--- src/rtl/tcs_pkg.sv ---
package tcs_pkg;

	localparam logic [7:0]  PROTO_RESET = 8'd6;
	localparam logic [15:0] SKIP_FIRST  = 16'd16;
	localparam logic [15:0] SKIP_SECOND = 16'd17;
	localparam logic [15:0] SUM_ONES    = 16'hFFFF;

	typedef enum logic {
		CMD_ADDR = 1'b0,
		CMD_BYTE = 1'b1
	} cmd_t;

	typedef struct packed {
		cmd_t        command;
		logic [15:0] value;
		logic        last;
	} item_t;

	// input register contents handed to the accumulator
	typedef struct packed {
		logic  valid;
		item_t item;
	} stage_t;

	// ones-complement add with end-around carry
	function automatic logic [15:0] oc_add(input logic [15:0] a, input logic [15:0] b);
		logic [16:0] s;
		s = {1'b0, a} + {1'b0, b};
		return s[15:0] + {15'd0, s[16]};
	endfunction

endpackage

--- src/rtl/tcs_in_if.sv ---
interface tcs_in_if;
	import tcs_pkg::*;

	logic        valid;
	logic        ready;
	cmd_t        command;
	logic [15:0] value;
	logic        last;

	modport source (output valid, output command, output value, output last, input ready);
	modport sink   (input valid, input command, input value, input last, output ready);

endinterface

--- src/rtl/tcs_out_if.sv ---
interface tcs_out_if;

	logic        valid;
	logic        ready;
	logic [15:0] checksum;

	modport source (output valid, output checksum, input ready);
	modport sink   (input valid, input checksum, output ready);

endinterface

--- src/rtl/tcs_input_stage.sv ---
module tcs_input_stage (
	input  logic            clk,
	input  logic            arst_n,
	tcs_in_if.sink          item,
	input  logic            take,
	output tcs_pkg::stage_t stage
);
	import tcs_pkg::*;

	logic  valid_s1;
	item_t item_s1;
	logic  accept;

	assign item.ready = !valid_s1 || take;
	assign accept     = item.valid && item.ready;

	always_ff @(posedge clk or negedge arst_n) begin
		if (!arst_n) begin
			valid_s1 <= 1'b0;
		end else if (accept) begin
			valid_s1 <= 1'b1;
		end else if (take) begin
			valid_s1 <= 1'b0;
		end
	end

	// payload needs no reset
	always_ff @(posedge clk) begin
		if (accept) begin
			item_s1.command <= item.command;
			item_s1.value   <= item.value;
			item_s1.last    <= item.last;
		end
	end

	assign stage.valid = valid_s1;
	assign stage.item  = item_s1;

endmodule

--- src/rtl/tcs_accum.sv ---
module tcs_accum (
	input  logic            clk,
	input  logic            arst_n,
	input  logic            cfg_we,
	input  logic [7:0]      cfg_data,
	input  tcs_pkg::stage_t stage,
	output logic            take,
	tcs_out_if.source       result
);
	import tcs_pkg::*;

	logic [7:0]  proto_q;
	logic [15:0] sum_q;
	logic [15:0] count_q;
	logic [7:0]  hb_q;
	logic        hp_q;
	logic        out_valid_q;
	logic [15:0] checksum_q;

	logic [15:0] sum_n;
	logic [15:0] count_n;
	logic [7:0]  hb_n;
	logic        hp_n;
	logic        skip;
	logic [17:0] total;
	logic [16:0] fold1;
	logic [15:0] fold2;
	logic [15:0] csum;

	// advance a held word unless it is a last word and a finished checksum is still waiting
	assign take = stage.valid && (!stage.item.last || !out_valid_q || result.ready);

	assign skip = (count_q == SKIP_FIRST) || (count_q == SKIP_SECOND);

	always_comb begin
		sum_n   = sum_q;
		count_n = count_q;
		hb_n    = hb_q;
		hp_n    = hp_q;
		case (stage.item.command)
			CMD_ADDR: begin
				sum_n = oc_add(sum_q, stage.item.value);
			end
			CMD_BYTE: begin
				count_n = count_q + 16'd1;
				if (!skip) begin
					if (!count_q[0]) begin
						hb_n = stage.item.value[7:0];
						hp_n = 1'b1;
					end else begin
						sum_n = oc_add(sum_q, {hb_q, stage.item.value[7:0]});
						hp_n  = 1'b0;
					end
				end
			end
			default: begin
				sum_n = sum_q;
			end
		endcase
	end

	// sum the closing terms wide, then fold the carries back twice
	always_comb begin
		total = {2'b00, sum_n} + {2'b00, count_n} + {10'd0, proto_q}
			+ (hp_n ? {2'b00, hb_n, 8'h00} : 18'd0);
		fold1 = {1'b0, total[15:0]} + {15'd0, total[17:16]};
		fold2 = fold1[15:0] + {15'd0, fold1[16]};
		csum  = ~fold2;
		if (csum == 16'd0) begin
			csum = SUM_ONES;
		end
	end

	always_ff @(posedge clk or negedge arst_n) begin
		if (!arst_n) begin
			proto_q     <= PROTO_RESET;
			sum_q       <= 16'd0;
			count_q     <= 16'd0;
			hb_q        <= 8'd0;
			hp_q        <= 1'b0;
			out_valid_q <= 1'b0;
		end else begin
			if (cfg_we) begin
				proto_q <= cfg_data;
			end
			if (take && stage.item.last) begin
				sum_q       <= 16'd0;
				count_q     <= 16'd0;
				hb_q        <= 8'd0;
				hp_q        <= 1'b0;
				out_valid_q <= 1'b1;
			end else begin
				if (take) begin
					sum_q   <= sum_n;
					count_q <= count_n;
					hb_q    <= hb_n;
					hp_q    <= hp_n;
				end
				if (result.ready) begin
					out_valid_q <= 1'b0;
				end
			end
		end
	end

	always_ff @(posedge clk) begin
		if (take && stage.item.last) begin
			checksum_q <= csum;
		end
	end

	assign result.valid    = out_valid_q;
	assign result.checksum = checksum_q;

endmodule

--- src/rtl/tcp_segment_checksum_unit.sv ---
// TCP checksum with pseudo-header, one word per cycle unless a waiting result stalls it.
// A last word passes the input register, then the result register, before its
// checksum shows; a finished checksum still waiting can stall it in between.
// One word per cycle while no waiting checksum stalls the input; set by the single ones-complement add loop.
// Reset: arst_n clears the running sum, byte count and valid flags at once;
// protocol number returns to 6.
module tcp_segment_checksum_unit (
	input  logic       clk,
	input  logic       arst_n,
	tcs_in_if.sink     item,
	tcs_out_if.source  result,
	input  logic       cfg_we,
	input  logic [7:0] cfg_data
);
	import tcs_pkg::*;

	stage_t stage;
	logic   take;

	// Hold the accepted word; refill in the same cycle the accumulator takes it.
	tcs_input_stage u_input (
		.clk    (clk),
		.arst_n (arst_n),
		.item   (item),
		.take   (take),
		.stage  (stage)
	);

	// Pair bytes, skip the checksum field, add into the running sum, and on the
	// last word add length and protocol, complement and register the result.
	// A non-last word always advances, so the result register only stalls the
	// input when a second last word reaches it before the first is taken.
	tcs_accum u_accum (
		.clk      (clk),
		.arst_n   (arst_n),
		.cfg_we   (cfg_we),
		.cfg_data (cfg_data),
		.stage    (stage),
		.take     (take),
		.result   (result)
	);

endmodule

--- src/flat_wrapper.sv ---
// flat-port wrapper written by rule: the top's interface ports become plain ports
module tcp_segment_checksum_unit_flat import tcs_pkg::*;
  (clk, arst_n, cfg_we, cfg_data, item_valid, item_command, item_value, item_last, item_ready, result_valid, result_checksum, result_ready);
  tcs_in_if item_i ();
  tcs_out_if result_i ();
  input  logic clk;
  input  logic arst_n;
  input  logic cfg_we;
  input  logic [7:0] cfg_data;
  input wire logic [$bits(item_i.valid)-1:0] item_valid;
  input wire logic [$bits(item_i.command)-1:0] item_command;
  input wire logic [$bits(item_i.value)-1:0] item_value;
  input wire logic [$bits(item_i.last)-1:0] item_last;
  output wire logic [$bits(item_i.ready)-1:0] item_ready;
  output wire logic [$bits(result_i.valid)-1:0] result_valid;
  output wire logic [$bits(result_i.checksum)-1:0] result_checksum;
  input wire logic [$bits(result_i.ready)-1:0] result_ready;
  assign item_i.valid = item_valid;
  assign item_i.command = item_command;
  assign item_i.value = item_value;
  assign item_i.last = item_last;
  assign item_ready = item_i.ready;
  assign result_valid = result_i.valid;
  assign result_checksum = result_i.checksum;
  assign result_i.ready = result_ready;
  tcp_segment_checksum_unit u_core (.clk(clk), .arst_n(arst_n), .item(item_i), .result(result_i), .cfg_we(cfg_we), .cfg_data(cfg_data));
endmodule
--- config.mk ---
export PLATFORM = sky130hd
export DESIGN_NAME = tcp_segment_checksum_unit_flat
export DESIGN_NICKNAME = d
export VERILOG_FILES = /design/src/rtl/tcs_pkg.sv /design/src/rtl/tcs_in_if.sv /design/src/rtl/tcs_out_if.sv /design/src/rtl/tcs_input_stage.sv /design/src/rtl/tcs_accum.sv /design/src/rtl/tcp_segment_checksum_unit.sv /design/src/flat_wrapper.sv
export SDC_FILE = /design/constraint.sdc
export NUM_CORES = 1
export LEC_CHECK = 0
export BUFFER_PORTS_ARGS = -buffer_cell sky130_fd_sc_hd__buf_2
export CAP_MARGIN = 20
export CORE_MARGIN = 1
export CORE_UTILIZATION = 33
export DETAILED_ROUTE_END_ITERATION = 10
export GPL_TIMING_DRIVEN = 0
export PLACE_DENSITY = 0.47
export REMOVE_ABC_BUFFERS = 1
export SKIP_LAST_GASP = 1
export SYNTH_ARGS = -nofsm -noshare
export SYNTH_HDL_FRONTEND = slang
export SYNTH_SLANG_ARGS = --single-unit
--- constraint.sdc ---
create_clock -name clk -period 23.8 [get_ports clk]
set_input_delay 4.76 -clock clk [delete_from_list [all_inputs] [get_ports clk]]
set_output_delay 4.76 -clock clk [all_outputs]
set_load 0.02 [all_outputs]
; Word-level counts from Yosys, hierarchy flattened
; Index checks and enable logic that the tools add are counted.
[word_totals]
register_bits = 85
inputBits = 31
out_inout_bits = 18
elab_cells = 62
[classes]
add_sub_neg = 10
eq_ne = 2
mux = 23
n_bitwise = 2
n_reduce_logical = 14
[ops]
columns = op, count
row1 = two-way mux 16 bit, 8
row2 = adder 16 x 16 -> 17 bit, 3
row3 = adder 16 x 1 -> 16 bit, 3
row4 = two-way mux 8 bit, 5
row5 = equality test 16 x 5 -> 1 bit (second input constant), 2
row6 = case mux 16 bit (2 select lines), 1
row7 = adder 17 x 8 -> 18 bit, 1
row8 = adder 18 x 16 -> 18 bit, 1
row9 = adder 16 x 2 -> 17 bit, 1
row10 = adder 16 x 1 -> 16 bit (second input constant), 1
row11 = logical NOT 16 bit, 1
row12 = inverter 16 bit, 1
row13 = two-way mux 1 bit, 9
row14 = nonzero test 2 bit, 3
row15 = logical OR 1 bit, 4
row16 = logical AND 1 bit, 3
row17 = logical NOT 1 bit, 3
row18 = inverter 1 bit, 1

; Logic depth before layout (Yosys ltp)
[depth]
ltp_word = 12
depth_mapped = 52
mapped_depth_nobuf = 50

; Modules after synthesis
; Synthesis repeated with hierarchy kept, for this count alone.
[hier_totals]
cells_unflattened = 860
area_unflattened_um2 = 7736.2
[by_module_without_submodules]
columns = module, instances, cells_per_inst, area_per_inst_um2, seq_area_each_um2
row1 = tcs_accum, 1, 837, 7134.3, 1734.2
row2 = tcs_input_stage, 1, 23, 601.8, 565.5

; Least setup slack after synthesis
; Ideal clock, no wire load.
[synth_timing]
path_type = flip-flop to flip-flop
start = register u_core.u_input.item_s1, in the netlist u_core.u_input.stage[1]
end = register u_core.u_accum.checksum_q[14], in the netlist u_core.u_accum.result.checksum[14] (data pin)
setup_time_ns = 0.133
arrival_time_ns = 9.917
required_ns = 23.667
slack_ns = 13.750
stages_incl_launch_ff = 53
path_buffers = 2
period_less_slack_ns = 10.050
cell_sequence = edfxtp_1 ha_1 inv_1 fa_1 nor2b_1 o21ai_0 a21boi_1 o31a_1 o211ai_1 o31ai_1 a21o_1 a21oi_1 nor2b_1 o21ai_0 nand2b_1 ha_1 nand2_1 nor3b_1 [17 not listed] ha_1 fa_1 nor3b_1 nand3_1 nor4_1 nor3b_1 ha_1 ha_1 nand2_1 nor3b_1 nand2_1 a21oi_1 xnor2_1 nand4b_1 nor4_1 nand4b_4 buf_6 nand2_1
[synth_between]
elab_chain_len = 12
elab_cells_between_ends = 18
cone_classes = add/sub: 9 / mux: 7 / bitwise: 1 / reduce/logical: 1
[synth_rtl]
columns = element, line_no
row1 = start: declaration, tcs_input_stage.sv:11  ; item_t item_s1;
row2 = adder 16 x 16 -> 17 bit, tcs_pkg.sv:28  ; s = {1'b0, a} + {1'b0, b};
row3 = adder 16 x 1 -> 16 bit, tcs_pkg.sv:29  ; return s[15:0] + {15'd0, s[16]};
row4 = two-way mux 16 bit, tcs_accum.sv:47  ; if (!count_q[0]) begin
row5 = two-way mux 16 bit, tcs_accum.sv:46  ; if (!skip) begin
row6 = case mux 16 bit (2 select lines), tcs_accum.sv:40  ; case (stage.item.command)
row7 = adder 16 x 16 -> 17 bit, tcs_accum.sv:64  ; total = {2'b00, sum_n} + {2'b00, count_n} + {10'd0, proto_q}
row8 = adder 17 x 8 -> 18 bit, tcs_accum.sv:64
row9 = adder 18 x 16 -> 18 bit *, tcs_accum.sv:65  ; + (hp_n ? {2'b00, hb_n, 8'h00} : 18'd0);
row10 = adder 16 x 2 -> 17 bit *, tcs_accum.sv:66  ; fold1 = {1'b0, total[15:0]} + {15'd0, total[17:16]};
row11 = adder 16 x 1 -> 16 bit *, tcs_accum.sv:67  ; fold2 = fold1[15:0] + {15'd0, fold1[16]};
row12 = inverter 16 bit *, tcs_accum.sv:68  ; csum = ~fold2;
row13 = logical NOT 16 bit, tcs_accum.sv:69  ; if (csum == 16'd0) begin
row14 = end signal: assignment, tcs_accum.sv:108  ; checksum_q <= csum;
row15 = end: declaration, tcs_accum.sv:18  ; logic [15:0] checksum_q;
; Mark *: on every way between the ends. The rest lies on a longest branch, timed or not.
; A chain may end at the register's enable or synchronous reset.

; Worst setup path after layout
[layout_timing]
start = register u_core.u_input.item_s1, in the netlist u_core.u_input.stage[1]
end = register u_core.u_accum.checksum_q[5], in the netlist u_core.u_accum.result.checksum[5] (data pin)
; The elaborated chain is that of the path after synthesis.

==> results.md <==
* Multi-input gate area at 5050 sq um
* Clk Latency, worst-skew pair at 0.35 ns
* Post-synthesis mux area share at 1.439%
* DP Area at 8289 sq um
* CTS root buffer: clkbuf_16
* Final Cell Area at 8577 sq um
* WL per Instance at 16.84 um
* Slew Limit Fails at 0
* Placer Congestion at 0.8493
* Via density at 5.165
* Fin crit period at 12.51 ns
* Fraction of layout cells with a size suffix above 1 at 8.632%
* Worst path max stage delay at 0.62 ns
* Critical Path Sink Type: register
* RSZ-0062 raised after global routing: false
* Dominant cell type by area after synthesis: dfrtp_1
* Max Cap Viol at 0
* XOR/XNOR share of the synthesized area at 10.66%
* Post-synthesis sequential area ratio at 29.73%
* DRC errors left at 0
* Yosys warns at 0
* Fillers at 2,411
* Setup_tns at 0 ns
* CP max stage cell: fa_1
* Hold-fix buffers, CTS at 0
* Clock transition at path regs at 0.06 ns
* Final setup skew at 0.01083 ns
* Data arrival, critical path at 12.71 ns
* Clock buffer count from CTS at 9
* Area grow syn2layout at 10.87%
* Port buffer count at 48
* Peak supply drop at 41.94 uV
* Main combinational cell family by area after synthesis: simple AND/OR/NAND/NOR gates
* Grt ovf at 0
* Power density over the cells at 111.3 nW/um^2
* Setup Fix Bufs, Post-CTS at 0
* Period utilisation layout at 52.58%
* Largest net degree at the start of global routing at 35
* Clock Path Buffers at 2
* FP Rows at 55
* Most frequent cells in the layout: 131 x nand2_1, 77 x o21ai_0, 62 x inv_1, 57 x nor2_1, 56 x xnor2_1
* CTS tree: yes
* Via count of the routed design at 6,523
* NumNets Final at 1,045
* Top cell type's share of synthesized area at 15.85%
* Mapped Cells at 919
* HPWL Detailed at 16.88 mm
* Data required, critical path at 24.00 ns
* Pre-Repair DR Iteration Count at 5
* Main area contributors after synthesis: dfrtp_1 16%, edfxtp_1 13%, ha_1 8.1%
* Main synth FF type: dfrtp_1
* Placed cells at 1,246
* Post-Synthesis Cell Area at 7736 sq um
* Relative slew slack at 28.62%
* CP startpoint kind: register
* Initial core utilization at 33.86%
* Finished Layout Cells at 1,263
* Routed Antenna Nets at 0
* ANT cells at 0
* Initial antenna violation count at 0
* #FFs+latches synth at 85
* Achievable frequency at 0.07991 GHz
* First-pass GRT wire length at 34.01 mm
* Post-CTS sizing at 0
* Status: completed
* Post-synth EDFFs at 34
* Hold Crit Class: register to register
* H-Tree Depth at 3
* FF/Latch Area at 2300 sq um
* GR Util All Layers at 18.43%
* WL final at 21.27 mm
* Endpoints failing setup at 0
* Adder-cell share of the synthesized area at 13.00%
* Die X at 155.1 um
* Post-synth cell types at 71
* Core area at 22,850 sq um
* Simple-Gate Fraction of Synth Area at 21.75%
* Fin util at 37.54%
* Crit-path max FO at 15
* # IOs at 49
* Setup Crit Path Kind: register to register
* Initial drt markers at 484
* Clk sinks at 85
* Static Leak at 3.621 nW
* Die Ht at 155.1 um
* Commonest non-fill, non-tap cell in the layout: nand2_1
* Final Hold Viols at 0
* Total die area at 24,060 sq um
* Syn Area/Cell at 8.418 sq um
* Total Power at 0.9548 mW
* Measured slew at the worst slew-check pin at 1.071 ns
* Vias in the first global route at 6,103
* Post-synth ARST share at 60.00%
* Compound-cell area share of the yosys netlist at 18.39%
* Most frequent cell on the critical path: ha_1
-- stage by stage --
step,setup WS (ns),hold WS (ns)
floorplan,13.82,0.4502
global placement,11.17,0.4651
detailed placement,11.24,0.4832
CTS,11.16,0.5065
global route,9.954,0.5596
finish,11.29,0.4949
-- critical path, delay by kind of cell, from the launching register on --
family          cells  cell delay (ns)
buf+inv             2             0.11
compound gates     18             4.06
simple gates       18             4.55
fa+ha+maj           9             2.64
flops               1             0.44
xor+xnor            3             0.53
-- cell usage after synthesis (6+ instances only) --
master	n
dfrtp_1	49
nor2b_1	10
xnor2_1	56
inv_1	62
nand3_1	30
ha_1	50
nand4_1	9
nand2b_1	16
nor3_1	19
xor2_1	33
o31ai_1	6
nor4b_1	8
fa_1	19
a22oi_1	9
edfxtp_1	34
a21oi_1	36
nand2_1	132
clkbuf_1	30
nor4_1	8
o21a_1	7
o211ai_1	21
o21ai_0	77
and3_1	8
nor3b_1	6
nor2_1	57
or2_2	6
a21o_1	19
mux2i_1	10
-- final timing paths --
path | from | to | slack (ns) | depth (start not counted)
worst max-delay path | u_core.u_input.stage[1]$_DFFE_PP_ | u_core.u_accum.result.checksum[5]$_SDFFCE_PN1P_ | 11.29 | 50
worst min-delay path | u_core.u_accum.hp_q$_DFFE_PN0P_ | u_core.u_accum.hp_q$_DFFE_PN0P_ | 0.49 | 2
worst max register to register | u_core.u_input.stage[1]$_DFFE_PP_ | u_core.u_accum.result.checksum[5]$_SDFFCE_PN1P_ | 11.29 | 50
worst min register to register | u_core.u_accum.hp_q$_DFFE_PN0P_ | u_core.u_accum.hp_q$_DFFE_PN0P_ | 0.49 | 2
max in group asynchronous | arst_n | u_core.u_accum.count_q[14]$_DFFE_PN0P_ | 18.69 | 2
min in group asynchronous | arst_n | u_core.u_accum.proto_q[7]$_DFFE_PN0P_ | 4.49 | 1
-- metal layers --
layer  share of wire [%]  global-route usage (%)  wire length (um)
met5                   0                       0                 0
met4                 1.3                   4.526               276
met3                 3.8                   2.368               812
met2                  45                   29.09              9610
met1                  50                   26.52             10570
-- logic make-up after synthesis --
logic type,Yosys count
flops,85
fa+ha+maj,69
buf+inv,100
xor+xnor,91
compound gates,224
mux,11
simple gates,339
-- power by group --
group / leakage (nW) / internal (mW) / total (mW) / switching, mW
Sequential: 0.990 / 0.188 / 0.210 / 0.0218
Clock: 0.140 / 0.0795 / 0.139 / 0.0599
Combinational: 2.49 / 0.229 / 0.606 / 0.377
Total: 3.62 / 0.497 / 0.955 / 0.458
-- state kept, by name, summed over array words and instances, names as in the netlist --
name and flops:
u_core.u_accum.result.valid 1, u_core.u_accum.count_q 16, u_core.u_input.valid_s1 1, u_core.u_accum.proto_q 8
u_core.u_accum.result.checksum 16, u_core.u_accum.sum_q 16, u_core.u_accum.hb_q 8, u_core.u_accum.hp_q 1
u_core.u_input.stage 18
-- cell type report --
cell class | instances | area share, %
Timing Repair Buffer | 53 | 3.734
Inverter | 62 | 2.713
Multi-Input combinational cell | 734 | 58.88
Clock inverter | 1 | 0.05835
Clock buffer | 15 | 3.239
Sequential cell | 85 | 26.81
Tap cell | 313 | 4.566
(Power assumes the default switching activity.)
